[src/rtl/prm_pkg.sv]
// prm_pkg: types, constants and codes shared by the pseudo-rate modulator
// files. No dependencies.
package prm_pkg;

  localparam int AXES_DEF = 3;
  localparam int AXES_MAX = 3;
  localparam int THR_W    = 15;
  localparam int VAL_W    = 16;
  localparam int PADDR_W  = 4;
  localparam int PDATA_W  = 32;

  // decay 0.9231 as signed q1.12, step 0.07688 as signed q5.12
  localparam logic signed [13:0] DECAY_Q12  = 14'sd3781;
  localparam logic signed [17:0] STEP_Q12   = 18'sd315;
  localparam logic [THR_W-1:0]   THR_RESET  = 15'd410;
  localparam logic signed [17:0] SAT_MAX    = 18'sd32767;
  localparam logic signed [17:0] SAT_MIN    = -18'sd32768;
  localparam logic signed [28:0] ROUND_HALF = 29'sd2048;

  typedef logic [1:0] fire_t;
  localparam fire_t FIRE_NONE  = 2'd0;
  localparam fire_t FIRE_ABOVE = 2'd1;
  localparam fire_t FIRE_BELOW = 2'd2;

  typedef enum logic [1:0] {
    REG_THR_X = 2'd0,
    REG_THR_Y = 2'd1,
    REG_THR_Z = 2'd2
  } reg_idx_t;

  typedef logic [AXES_MAX-1:0][THR_W-1:0] thr_arr_t;

  typedef struct packed {
    logic signed [VAL_W-1:0] command_x;
    logic signed [VAL_W-1:0] command_y;
    logic signed [VAL_W-1:0] command_z;
    logic [7:0]              base_pulse_word;
  } cmd_t;

  typedef struct packed {
    logic [7:0] pulse_word;
    fire_t      fire_x;
    fire_t      fire_y;
    fire_t      fire_z;
  } res_t;

endpackage

[src/rtl/pseudo_rate_modulator.sv]
// Pseudo-rate modulator, three axes, one result beat per command beat.
// A command beat is captured in an input register, and its fire codes and
// pulse word then land in the result register, from which the result beat
// is offered. One beat is taken every clock while the result side keeps
// up. Each axis's feedback register closes a loop through a 16x12
// constant multiply, rounding, step add and compare; that loop sets the
// clock. Thresholds reset to 410; the user must write them over the apb
// port only while the block is idle, which the block itself does not enforce.
// No clearing pass after reset.
// Depends on prm_pkg, prm_regs, prm_axis.
module pseudo_rate_modulator #(
  parameter int AXES = prm_pkg::AXES_DEF
) (
  input  logic                           clk,
  input  logic                           rst,
  input  logic                           cmd_valid,
  output logic                           cmd_stall,
  input  prm_pkg::cmd_t                  cmd,
  output logic                           res_valid,
  input  logic                           res_stall,
  output prm_pkg::res_t                  res,
  input  logic                           psel,
  input  logic                           penable,
  input  logic                           pwrite,
  input  logic [prm_pkg::PADDR_W-1:0]    paddr,
  input  logic [prm_pkg::PDATA_W-1:0]    pwdata,
  output logic [prm_pkg::PDATA_W-1:0]    prdata,
  output logic                           pready
);
  import prm_pkg::*;

  thr_arr_t                              thresholds;
  logic                                  s1_valid;
  cmd_t                                  s1_data;
  logic                                  advance;
  logic                                  update;
  logic [AXES_MAX-1:0][VAL_W-1:0]        commands;
  fire_t [AXES_MAX-1:0]                  fire;
  res_t                                  res_next;

  prm_regs u_regs (
    .clk        (clk),
    .rst        (rst),
    .psel       (psel),
    .penable    (penable),
    .pwrite     (pwrite),
    .paddr      (paddr),
    .pwdata     (pwdata),
    .prdata     (prdata),
    .pready     (pready),
    .thresholds (thresholds)
  );

  assign advance   = !res_valid || !res_stall;
  assign cmd_stall = s1_valid && !advance;
  assign update    = s1_valid && advance;

  assign commands[0] = s1_data.command_x;
  assign commands[1] = s1_data.command_y;
  assign commands[2] = s1_data.command_z;

  for (genvar i = 0; i < AXES_MAX; i++) begin : g_axis
    if (i < AXES) begin : g_on
      prm_axis u_axis (
        .clk       (clk),
        .rst       (rst),
        .update    (update),
        .command   ($signed(commands[i])),
        .threshold (thresholds[i]),
        .fire      (fire[i])
      );
    end else begin : g_off
      assign fire[i] = FIRE_NONE;
    end
  end

  // positive line sits at bit 2i+3, negative line at 2i+2
  always_comb begin
    res_next.pulse_word = s1_data.base_pulse_word;
    for (int i = 0; i < AXES_MAX; i++) begin
      if (fire[i] == FIRE_ABOVE) res_next.pulse_word[2*i+3] = 1'b1;
      if (fire[i] == FIRE_BELOW) res_next.pulse_word[2*i+2] = 1'b1;
    end
    res_next.fire_x = fire[0];
    res_next.fire_y = fire[1];
    res_next.fire_z = fire[2];
  end

  always_ff @(posedge clk) begin
    if (rst) begin
      s1_valid  <= 1'b0;
      res_valid <= 1'b0;
    end else begin
      if (!cmd_stall) begin
        s1_valid <= cmd_valid;
      end
      if (advance) begin
        res_valid <= s1_valid;
      end
    end
  end

  always_ff @(posedge clk) begin
    if (!cmd_stall && cmd_valid) begin
      s1_data <= cmd;
    end
    if (update) begin
      res <= res_next;
    end
  end

endmodule

[src/rtl/prm_regs.sv]
// prm_regs: apb-style register file holding the three switching thresholds.
// Depends on prm_pkg.
module prm_regs (
  input  logic                           clk,
  input  logic                           rst,
  input  logic                           psel,
  input  logic                           penable,
  input  logic                           pwrite,
  input  logic [prm_pkg::PADDR_W-1:0]    paddr,
  input  logic [prm_pkg::PDATA_W-1:0]    pwdata,
  output logic [prm_pkg::PDATA_W-1:0]    prdata,
  output logic                           pready,
  output prm_pkg::thr_arr_t              thresholds
);
  import prm_pkg::*;

  reg_idx_t idx;
  logic     wr_en;

  assign idx    = reg_idx_t'(paddr[3:2]);
  assign pready = 1'b1;
  assign wr_en  = psel && penable && pwrite;

  always_ff @(posedge clk) begin
    if (rst) begin
      thresholds <= {AXES_MAX{THR_RESET}};
    end else if (wr_en) begin
      unique case (idx)
        REG_THR_X: thresholds[0] <= pwdata[THR_W-1:0];
        REG_THR_Y: thresholds[1] <= pwdata[THR_W-1:0];
        REG_THR_Z: thresholds[2] <= pwdata[THR_W-1:0];
        default: ;
      endcase
    end
  end

  always_comb begin
    prdata = '0;
    unique case (idx)
      REG_THR_X: prdata = PDATA_W'(thresholds[0]);
      REG_THR_Y: prdata = PDATA_W'(thresholds[1]);
      REG_THR_Z: prdata = PDATA_W'(thresholds[2]);
      default:   prdata = '0;
    endcase
  end

endmodule

[src/rtl/prm_axis.sv]
// prm_axis: one axis of the modulator, switching decision plus the
// feedback register and its decay/step update. Depends on prm_pkg.
module prm_axis (
  input  logic                                clk,
  input  logic                                rst,
  input  logic                                update,
  input  logic signed [prm_pkg::VAL_W-1:0]    command,
  input  logic [prm_pkg::THR_W-1:0]           threshold,
  output prm_pkg::fire_t                      fire
);
  import prm_pkg::*;

  logic signed [VAL_W-1:0] feedback;
  logic signed [VAL_W-1:0] feedback_next;
  logic signed [17:0]      err;
  logic signed [17:0]      thr_s;
  logic signed [28:0]      prod;
  logic signed [28:0]      rnd;
  logic signed [17:0]      decayed;
  logic signed [17:0]      nr;

  assign err   = 18'(command) - 18'(feedback);
  assign thr_s = $signed({3'b000, threshold});

  always_comb begin
    if (err > thr_s) begin
      fire = FIRE_ABOVE;
    end else if (err < -thr_s) begin
      fire = FIRE_BELOW;
    end else begin
      fire = FIRE_NONE;
    end
  end

  // exact product, round half up, then floor by arithmetic shift
  assign prod    = 29'(feedback) * 29'(DECAY_Q12);
  assign rnd     = prod + ROUND_HALF;
  assign decayed = 18'(rnd >>> 12);

  always_comb begin
    case (fire)
      FIRE_ABOVE: nr = decayed + STEP_Q12;
      FIRE_BELOW: nr = decayed - STEP_Q12;
      default:    nr = decayed;
    endcase
    if (nr > SAT_MAX) begin
      feedback_next = SAT_MAX[VAL_W-1:0];
    end else if (nr < SAT_MIN) begin
      feedback_next = SAT_MIN[VAL_W-1:0];
    end else begin
      feedback_next = nr[VAL_W-1:0];
    end
  end

  always_ff @(posedge clk) begin
    if (rst) begin
      feedback <= '0;
    end else if (update) begin
      feedback <= feedback_next;
    end
  end

endmodule

[config.mk]
export PLATFORM = sky130hd
export DESIGN_NAME = pseudo_rate_modulator
export DESIGN_NICKNAME = d
export VERILOG_FILES = /design/src/rtl/prm_pkg.sv /design/src/rtl/pseudo_rate_modulator.sv /design/src/rtl/prm_regs.sv /design/src/rtl/prm_axis.sv
export SDC_FILE = /design/constraint.sdc
export NUM_CORES = 1
export LEC_CHECK = 0
export ABC_AREA = 0
export BUFFER_PORTS_ARGS = -buffer_cell sky130_fd_sc_hd__buf_2
export CORE_MARGIN = 5
export CORE_UTILIZATION = 31
export CTS_CLUSTER_DIAMETER = 200
export DETAILED_ROUTE_END_ITERATION = 8
export PLACE_DENSITY = 0.5
export SLEW_MARGIN = 20
export SYNTH_ARGS = -nofsm -noshare
export SYNTH_HDL_FRONTEND = slang
export SYNTH_SLANG_ARGS = --single-unit
[constraint.sdc]
create_clock -name clk -period 16.28 [get_ports clk]
set_input_delay 4.07 -clock clk [delete_from_list [all_inputs] [get_ports clk]]
set_output_delay 4.07 -clock clk [all_outputs]
set_load 0.05 [all_outputs]
# After elaboration in Yosys (flattened, before gate mapping)

Cells that the tools add are included.

Add/sub/neg operators: 15
Multipliers: 3
Magnitude comparators: 12
Eq/ne operators: 8
Mux-type cells: 16
Reductions and logical operators: 14

Operator list:

| kind                                                                              | number |
|---|---|
| 18-bit case mux with 2 select lines                                               | 3 |
| 16-bit 2-to-1 mux                                                                 | 6 |
| 29-bit by 13-bit adder with 29-bit output, second input constant                  | 3 |
| 16-bit by 13-bit multiplier with 29-bit output, second input constant             | 3 |
| 17-bit by 10-bit adder with 18-bit output, second input constant                  | 3 |
| 18-bit by 16-bit greater-than comparator with 1-bit output                        | 3 |
| 18-bit by 16-bit greater-than comparator with 1-bit output, second input constant | 3 |
| 18-bit by 16-bit less-than comparator with 1-bit output, second input constant    | 3 |
| 18-bit less-than comparator                                                       | 3 |
| 15-bit negation with 18-bit output                                                | 3 |
| 17-bit by 10-bit subtractor with 18-bit output, second input constant             | 3 |
| 16-bit by 16-bit subtractor with 17-bit output                                    | 3 |
| 15-bit case mux with 3 select lines                                               | 1 |
| 2-bit 2-to-1 mux                                                                  | 6 |
| 2-bit by 1-bit == test with 1-bit output, second input constant                   | 4 |
| 2-bit == test, second input constant                                              | 4 |
| 2-bit AND reduction                                                               | 3 |
| 1-bit logical AND                                                                 | 5 |
| 1-bit logical NOT                                                                 | 4 |
| 2-bit logical NOT                                                                 | 1 |
| 1-bit logical OR                                                                  | 1 |

Register bits after elaboration: 165
Input port bits: 99
Output and inout port bits: 49

# Depth between registers and ports, before layout

Gate-level depths: netlist of the first run.

Depth after elaboration: 9
Gate-level depth with buffers: 35
Depth with buffers taken out: 33

# Hierarchy

From an unflattened synthesis of the first run, not the netlist that was laid out.

Cell total of the unflattened synthesis: 3093
Area, all modules: 27856.7 sq um

By module, submodules not included:

| module                            | instances | cells an instance | area an instance (sq um) |
|---|---|---|---|
| prm_axis at g_axis[1].g_on.u_axis | 1         | 929               | 7950.1 |
| prm_axis at g_axis[0].g_on.u_axis | 1         | 935               | 7856.3 |
| prm_axis at g_axis[2].g_on.u_axis | 1         | 902               | 7553.5 |
| prm_regs                          | 1         | 238               | 2252.2 |
| pseudo_rate_modulator             | 1         | 89                | 2244.7 |

# Least setup slack after synthesis of the first run

OpenSTA, ideal clock, no wires.

Kind: input to output
Start point: input port paddr[2] in the netlist's numbering
End point: output port prdata[0] in the netlist's numbering
Arrival: 6.137 ns
Data required time: 12.210 ns
Slack: 6.073 ns
Cell stages on the path: 4
Path through: clkbuf_1 -> buf_1 -> mux2i_1 -> o21ai_0

Longest elaborated chain between the ends: 2
Elaborated cells between the ends (all ways): 4

RTL lines:

| item                                        | line                        | text |
|---|---|---|
| start, declared                             | pseudo_rate_modulator.sv:25 | `input logic [prm_pkg::PADDR_W-1:0] paddr,` |
| 2-bit == test, or another cell as far along | prm_regs.sv:39              | `unique case (idx)` |
| 15-bit case mux with 3 select lines (*)     | prm_regs.sv:39              |  |
| end, declared                               | pseudo_rate_modulator.sv:27 | `output logic [prm_pkg::PDATA_W-1:0] prdata,` |

Every way passes the cells marked *; elsewhere a longest branch is shown, timed or not.

# Worst setup path after layout of the first run

Start point: input port paddr[2] in the netlist's numbering
End point: output port prdata[9] in the netlist's numbering

The elaborated chain is that of the path after synthesis.

==> impl_metrics.tcl, run 1 <==
set metrics [dict create \
    fin_nets 3879 \
    cap_viol_max_count 0 \
    setup_ws_ns 6.36 \
    tns_ns 0 \
    cp_max_fo 21 \
    tritoncts "built" \
    grt_pass1_wl_um 112000 \
    top_usage_layer "met2" \
    max_freq_ghz 0.101 \
    end_kind "output pin" \
    async_flop_share 0 \
    design.core.area_sq_um 85100 \
    antenna_found_initial 12 \
    r2r-start "g_axis[2].g_on.u_axis.feedback[2]" \
    clk-insertion-delay-late_ns 0.50 \
    ys_ff_latch 165 \
    fin_crit_sh 0.609 \
    overflow 0 \
    synth_cell_types 98 \
    rows 107 \
    clock_path_buffers 2 \
    multi_input_area_sq_um 20300 \
    hold_class "flip-flop to flip-flop" \
    htreeDepth 4 \
    io_buffers 110 \
    met1_usage 0.207 \
    yosys_warnings 0 \
    routabilityCongestion 0.841 \
    synth.yosys.seq_area_share 0.151 \
    vias 20100 \
    setup_viol 0 \
    cp_data_arrival_time_ns 5.85 \
    numCtsBuffers 17 \
    viasPerCell 4.80 \
    seqCellArea_sq_um 4000 \
    final_core_util 0.340 \
    initial_core_util 0.312 \
    finalHoldViolCount 0 \
    dieArea_sq_um 91800 \
    root_buffer "clkbuf_16" \
    syn_area_sq_um 26600 \
    rsz0062_at_grt "false" \
    ys.flop_type "dfxtp_1" \
    grtUsageTotal 0.157 \
    drive_above_1_share 0.0808 \
    hold_buffers 0 \
    gr-usage-met2 0.261 \
    syn2layout_area_growth_pct 8.80 \
    finClkSkew_ns 0.0195 \
    drt_pass1_iterations 5 \
    num-fill-cells 9048 \
    pre_cts_ws_ns 6.47 \
    worstMarginPinSlew_ns 1.02 \
    startpoint "paddr[2]" \
    wl_per_cell_um 16.9 \
    syn_avg_cell_area_sq_um 9.08 \
    ant_nets 0 \
    ctsResizeCount 0 \
    drt_iter0_drc 749 \
    relSlewSlack 0.318 \
    die_w_um 303 \
    drv_slew 0 \
    die_h_um 303 \
    grt_pass1_vias 20400 \
    syn_inst 2931 \
    met3_usage 0.0346 \
    fin_crit_ns 9.92 \
    grt_max_degree 63 \
    worstPathRequired_ns 12.21 \
    wl_um 70600 \
    worstSetupPathType "primary input to output pin" \
    hpwl_um 59800 \
    synth_edf_count 70 \
    crit_path_start_kind "primary input" \
    postCtsSetupRepairBufs 0 \
    cts_sinks 165 \
    min_from "res_next[7]" \
    drc 0 \
    outcome "complete, no violations" \
    io_pins 148 \
    clk_pin_slew_ns 0.07 \
]
[area by class of cell]
| class | instances | area share |
|---|---|---|
| inverters | 517 | 0.0671 |
| well taps | 1144 | 0.0495 |
| clock buffers | 19 | 0.0153 |
| flip-flops and latches | 165 | 0.138 |
| repair buffers | 124 | 0.0227 |
| diodes | 7 | 0.000605 |
| multi-input cells | 2196 | 0.703 |
| clock inverters | 13 | 0.00333 |
[layout by cell type (no fill, tap or decap), types with 27 or more instances in the layout]
master,n
xor2_1,53
xnor2_1,125
and2_1,27
nor3_1,38
nor2_1,121
a21oi_1,170
nand2_1,219
nand4_1,28
nor2b_1,27
o21ai_0,92
inv_1,515
ha_1,549
buf_2,109
a21o_1,70
nand3_1,49
edfxtp_1,70
dfxtp_1,95
o21a_1,29
fa_1,210
[registers in the layout, summed over array words and instances (netlist names)]
name                         count
res_valid                        1
res_next                         2
commands                        48
g_axis.g_on.u_axis.feedback     48
s1_valid                         1
u_regs.thresholds               45
s1_data                          6
res                             14
[worst paths after layout]
path              cells after the start                           endpoint  slack (ns)
hold reg to reg                       0                             res[7]        0.42
setup / recovery                      4                          prdata[9]        6.36
setup reg to reg                     31  g_axis[2].g_on.u_axis.feedback[2]        7.26
hold / removal                        0                             res[7]        0.42
[stage by stage]
step / cells / hold WS, ns / area [sq um]
after floorplan: 2947 / 0.400 / 26700
after global placement: 4146 / 0.400 / 28400
after detailed placement: 4146 / 0.407 / 28400
after CTS: 4178 / 0.427 / 28900
after global routing: 4178 / 0.443 / 28900
final: 4185 / 0.424 / 28900
[cells in the mapped netlist, types with 49 or more instances]
| cell type | number | share of area |
|---|---|---|
| edfxtp_1 | 70 | 0.079 |
| nand2_1 | 220 | 0.031 |
| a21o_1 | 70 | 0.020 |
| a21oi_1 | 170 | 0.032 |
| fa_1 | 210 | 0.16 |
| nor2_1 | 121 | 0.017 |
| inv_1 | 515 | 0.073 |
| xor2_1 | 53 | 0.017 |
| xnor2_1 | 125 | 0.041 |
| nand3_1 | 49 | 0.0092 |
| dfxtp_1 | 95 | 0.071 |
| ha_1 | 549 | 0.26 |
| o21ai_0 | 92 | 0.017 |
[kinds of logic after synthesis]
logic type,Yosys count,synth area share
AOI/OAI and AO/OA,575,0.155
adders and majority gates,759,0.416
other,2,0.000282
DFF,165,0.151
buffers and inverters,586,0.0874
xor gates and xnor gates,178,0.0586
and+or+nand+nor,615,0.111
muxes,51,0.0209
[layer usage]
metal | vias up | wire length [um]
met1 | 9480 | 32900
met3 | 65 | 3660
met5 | - | 46
met4 | 8 | 1390
met2 | 283 | 32600
li1 | 10200 | -
[worst max-delay path, stage by stage]
cell and delay (ns):
buf_2 0.46, mux2i_1 0.16, o21ai_0 0.73, buf_2 0.41
Power of run 1 is left out: the tool's default activity adds up to more than one toggle a clock period on the data nets, which glitch-free logic cannot reach.
==> run 2: changes to the inputs <==
--- a/config.mk
+++ b/config.mk
@@ -11,7 +11,7 @@
 export CORE_UTILIZATION = 31
 export CTS_CLUSTER_DIAMETER = 200
 export DETAILED_ROUTE_END_ITERATION = 8
-export PLACE_DENSITY = 0.5
+export PLACE_DENSITY = 0.52
 export SLEW_MARGIN = 20
 export SYNTH_ARGS = -nofsm -noshare
 export SYNTH_HDL_FRONTEND = slang
==> constraint.sdc (replaced) <==
create_clock -name clk -period 8.9 [get_ports clk]
set_input_delay 2.225 -clock clk [delete_from_list [all_inputs] [get_ports clk]]
set_output_delay 2.225 -clock clk [all_outputs]
set_load 0.05 [all_outputs]
==> run 2 against run 1 <==
Via count increased by 0.30%. Die area unchanged. Global-route usage about the same. Clock-buffer cell count decreased by 1. Critical path depth increased by 28. Critical endpoint is now g_axis[1].g_on.u_axis.feedback[9]. Highest routed layer unchanged.
==> impl_metrics.tcl, run 2 (synthesis results as in run 1) <==
set metrics [dict create \
    grt_pass1_vias 20700 \
    root_buffer "clkbuf_16" \
    placed_cell_area_sq_um 28600 \
    finClkSkew_ns 0.0185 \
    routabilityCongestion 0.869 \
    worstMarginPinSlew_ns 0.978 \
    final_cell_mix "549 x ha_1, 515 x inv_1, 219 x nand2_1" \
    finalHoldViolCount 0 \
    rrSetupSlack_ns 0.44 \
    drv_slew 0 \
    io_pins 148 \
    hold_buffers 0 \
    r2r-start "g_axis[1].g_on.u_axis.feedback[1]" \
    cts_sinks 165 \
    die_h_um 303 \
    slowest_stage "fa_1" \
    worstSetupPathType "flip-flop to flip-flop" \
    drive_above_1_share 0.0926 \
    end_kind "flip-flop" \
    tritoncts "built" \
    tns_ns 0 \
    pre_cts_ws_ns 0.0670 \
    final_core_util 0.344 \
    holdPathEnd "res[6]" \
    antenna_found_initial 12 \
    clk-insertion-delay-late_ns 0.51 \
    min_from "res_next[6]" \
    rows 107 \
    die_w_um 303 \
    clock_path_buffers 2 \
    crit_path_start_kind "flip-flop" \
    post-route-cell-area_sq_um 29300 \
    reg2reg_depth 32 \
    final_common_cell "ha_1" \
    fin_nets 3911 \
    fin_crit_ns 8.46 \
    htreeDepth 4 \
    outcome "complete, no violations" \
    wl_per_cell_um 16.7 \
    drt_iter0_drc 970 \
    wl_um 70300 \
    ant_nets 0 \
    vias 20100 \
    max_freq_ghz 0.118 \
    cp_max_fo 15 \
    hpwl_um 59900 \
    io_buffers 110 \
    syn2layout_area_growth_pct 10.1 \
    relSlewSlack 0.348 \
    critPathMaxStageDelay_ns 0.54 \
    worstHoldPathCells 0 \
    rsz0062_at_grt "false" \
    fin_crit_sh 0.950 \
    design.core.area_sq_um 85100 \
    reg2reg_to "g_axis[1].g_on.u_axis.feedback[9]" \
    drc 0 \
    cp_data_arrival_time_ns 8.88 \
    setup_ws_ns 0.441 \
    grt_pass1_wl_um 113000 \
    initial_core_util 0.312 \
    cap_viol_max_count 0 \
    overflow 0 \
    clk_pin_slew_ns 0.08 \
    drt_pass1_iterations 5 \
    worstPathRequired_ns 9.32 \
    setup_viol 0 \
    grt_max_degree 64 \
    viasPerCell 4.78 \
    grtUsageTotal 0.157 \
    dieArea_sq_um 91800 \
    hold_class "flip-flop to flip-flop" \
    numCtsBuffers 17 \
]
-- run 2: changes by cell type in the layout (fill, tap and decap cells not counted), sizes merged --
cell	delta
buf	+32
clkinv	-6
inv	+6
diode	-3
clkbuf	-1
clkinvlp	+1
-- run 2: metrics by stage --
stage	hold WS (ns)	std cells
finish	0.424	4214
global route	0.438	4210
CTS	0.426	4207
detailed placement	0.407	4175
global placement	0.401	4175
floorplan	0.400	2947
-- run 2: layer usage --
metal  global-route usage  routed length, um  vias to the layer above  part of all wire
met2                0.270              33500                      260              0.48
met4               0.0282                733                        6             0.010
met3               0.0220               2950                       40             0.042
li1                     -                  -                    10300                 -
met1                0.213              33000                     9538              0.47
met5                    0                 43                        -           0.00061
-- run 2: final cells by class --
cell class | count | area, sq um
Multi-Input combinational cell | 2196 | 20400
Sequential cell | 165 | 4010
Clock inverter | 14 | 141
Timing Repair Buffer | 156 | 927
Inverter | 517 | 1940
Tap cell | 1144 | 1430
Antenna cell | 4 | 10.0
Fill cell | 9020 | 55900
Clock buffer | 18 | 450
-- run 2: worst max-delay path by stage --
stage / startpoint / end / slack [ns]
6_report: g_axis[1].g_on.u_axis.feedback[1] / g_axis[1].g_on.u_axis.feedback[9] / 0.44
5_1_grt: g_axis[1].g_on.u_axis.feedback[2] / g_axis[1].g_on.u_axis.feedback[1] / 0.003
4_1_cts: g_axis[2].g_on.u_axis.feedback[1] / g_axis[2].g_on.u_axis.feedback[0] / 0.04
3_5_place_dp: g_axis[2].g_on.u_axis.feedback[1] / g_axis[2].g_on.u_axis.feedback[0] / 0.07
3_3_place_gp: g_axis[2].g_on.u_axis.feedback[1] / g_axis[2].g_on.u_axis.feedback[1] / 0.07
2_1_floorplan: g_axis[1].g_on.u_axis.feedback[2] / g_axis[1].g_on.u_axis.feedback[14] / 0.99
-- run 2: what timing repair did --
action / in CTS / in global routing
setup endpoints to repair: 0 / 30
resized for setup: 0 / 7
setup buffers: 0 / 3
hold endpoints to repair: 0 / 0
-- run 2: critical path: cells and delay by family, from the launching register on --
kind	cells	cell delay, ns
xor+xnor	1	0.19
mux	2	0.47
fa+ha+maj	8	3.43
simple gates	6	0.88
flops	1	0.31
buf+inv	5	0.44
compound gates	10	2.65
Power of run 2 is left out for the same reason.
==> run 3: changes to the inputs <==
--- a/config.mk
+++ b/config.mk
@@ -7,11 +7,13 @@
 export LEC_CHECK = 0
 export ABC_AREA = 0
 export BUFFER_PORTS_ARGS = -buffer_cell sky130_fd_sc_hd__buf_2
+export CELL_PAD_IN_SITES_DETAIL_PLACEMENT = 0
+export CELL_PAD_IN_SITES_GLOBAL_PLACEMENT = 2
 export CORE_MARGIN = 5
 export CORE_UTILIZATION = 31
 export CTS_CLUSTER_DIAMETER = 200
 export DETAILED_ROUTE_END_ITERATION = 8
-export PLACE_DENSITY = 0.52
+export PLACE_DENSITY = 0.73
 export SLEW_MARGIN = 20
 export SYNTH_ARGS = -nofsm -noshare
 export SYNTH_HDL_FRONTEND = slang
==> run 3 against run 2 <==
Cell count hardly changed. Design area down 0.13%. Sequential cell count is the same. Via count decreased by 0.55%. Worst setup slack got worse by 0.069 ns. Fmax decreased by 0.80%. Sequential share of layout area barely moved. Non-clock buffer count rose by 1. First-iteration DRC count decreased by 16%. Largest cell class unchanged. Highest routed layer unchanged.
==> impl_metrics.tcl, run 3 (synthesis results as in run 1) <==
set metrics [dict create \
    finalHoldViolCount 0 \
    reg2reg_depth 32 \
    ant_nets 0 \
    die_h_um 303 \
    finClkSkew_ns 0.0169 \
    relSlewSlack 0.357 \
    crit_path_start_kind "flip-flop" \
    cts_sinks 165 \
    routabilityCongestion 0.833 \
    design.core.area_sq_um 85100 \
    num-fill-cells 8980 \
    clk-insertion-delay-late_ns 0.50 \
    die_w_um 303 \
    viasPerCell 4.75 \
    tns_ns 0 \
    numCtsBuffers 17 \
    drt_pass1_iterations 5 \
    io_pins 148 \
    place_inst 4176 \
    rows 107 \
    io_buffers 110 \
    hold_class "flip-flop to flip-flop" \
    syn2layout_area_growth_pct 9.97 \
    final_cell_mix "547 x ha_1, 515 x inv_1, 219 x nand2_1" \
    rrSetupSlack_ns 0.37 \
    cp_max_fo 15 \
    initial_core_util 0.312 \
    hold_buffers 0 \
    fin_crit_ns 8.53 \
    vias 20000 \
    worstHoldPathCells 0 \
    root_buffer "clkbuf_16" \
    outcome "complete, no violations" \
    pre_cts_ws_ns 0.215 \
    setup_viol 0 \
    grt_max_degree 57 \
    r2r-start "g_axis[1].g_on.u_axis.feedback[2]" \
    clk_pin_slew_ns 0.08 \
    htreeDepth 4 \
    slowest_stage "fa_1" \
    max_freq_ghz 0.117 \
    grtUsageTotal 0.162 \
    min_from "res_next[7]" \
    antenna_found_initial 9 \
    clock_path_buffers 2 \
    wl_per_cell_um 17.3 \
    rsz0062_at_grt "false" \
    setup_ws_ns 0.373 \
    final_common_cell "ha_1" \
    drive_above_1_share 0.0926 \
    dieArea_sq_um 91800 \
    overflow 0 \
    hpwl_um 62200 \
    grt_pass1_wl_um 116000 \
    fin_nets 3912 \
    drt_iter0_drc 810 \
    fin_cells 4217 \
    critPathMaxStageDelay_ns 0.54 \
    worstPathRequired_ns 9.24 \
    cap_viol_max_count 0 \
    worstSetupPathType "flip-flop to flip-flop" \
    drv_slew 0 \
    end_kind "flip-flop" \
    worstMarginPinSlew_ns 0.958 \
    fin_crit_sh 0.958 \
    cp_data_arrival_time_ns 8.86 \
    tritoncts "built" \
    holdPathEnd "res[7]" \
    fin_hold_ws_ns 0.430 \
    grt_pass1_vias 20700 \
    wl_um 72800 \
    drc 0 \
    reg2reg_to "g_axis[1].g_on.u_axis.feedback[14]" \
]
run 3: critical path: cells and delay by family (launching register included):
family                     cells  cell delay (ns)
AOI/OAI and AO/OA             11             2.75
and+or+nand+nor                7             1.11
DFF                            1             0.41
xor gates and xnor gates       1             0.17
buffers and inverters          5             0.55
adders and majority gates      8             3.39
run 3: through the flow:
step	util	instance area, sq um
final	0.344	29300
after global routing	0.343	29200
after CTS	0.343	29200
after detailed placement	0.336	28600
after global placement	0.336	28600
after floorplan	-	26700
run 3: routing by layer:
metal / global-route usage / up-vias / share of wire
met3: 0.0247 / 64 / 0.040
met4: 0.0428 / 4 / 0.020
li1: - / 10300 / -
met5: 0 / - / 0.00019
met2: 0.279 / 234 / 0.48
met1: 0.213 / 9452 / 0.46
run 3: layout make-up:
type                            count  area [sq um]  share of cell area
Multi-Input combinational cell   2196         20400               0.697
Sequential cell                   165          4000               0.137
Inverter                          517          1940              0.0663
Tap cell                         1144          1430              0.0489
Timing Repair Buffer              157           926              0.0317
Clock buffer                       18           439              0.0150
Clock inverter                     14           118             0.00402
Antenna cell                        6          15.0            0.000513
run 3: repair_timing:
item | CTS | global route
setup endpoints to repair | 0 | 30
gates resized for setup | 0 | 7
setup buffers | 0 | 3
run 3: worst max-delay path by stage:
stage | startpoint | end | depth (start not counted) | slack, ns
after CTS | g_axis[1].g_on.u_axis.feedback[2] | g_axis[1].g_on.u_axis.feedback[9] | 32 | 0.18
after detailed placement | g_axis[1].g_on.u_axis.feedback[2] | g_axis[1].g_on.u_axis.feedback[9] | 32 | 0.22
final | g_axis[1].g_on.u_axis.feedback[2] | g_axis[1].g_on.u_axis.feedback[14] | 32 | 0.37
after floorplan | g_axis[1].g_on.u_axis.feedback[2] | g_axis[1].g_on.u_axis.feedback[14] | 33 | 0.99
after global routing | g_axis[2].g_on.u_axis.feedback[1] | g_axis[2].g_on.u_axis.feedback[13] | 31 | 0.02
after global placement | g_axis[1].g_on.u_axis.feedback[2] | g_axis[1].g_on.u_axis.feedback[1] | 32 | 0.29
Power of run 3 is left out for the same reason.
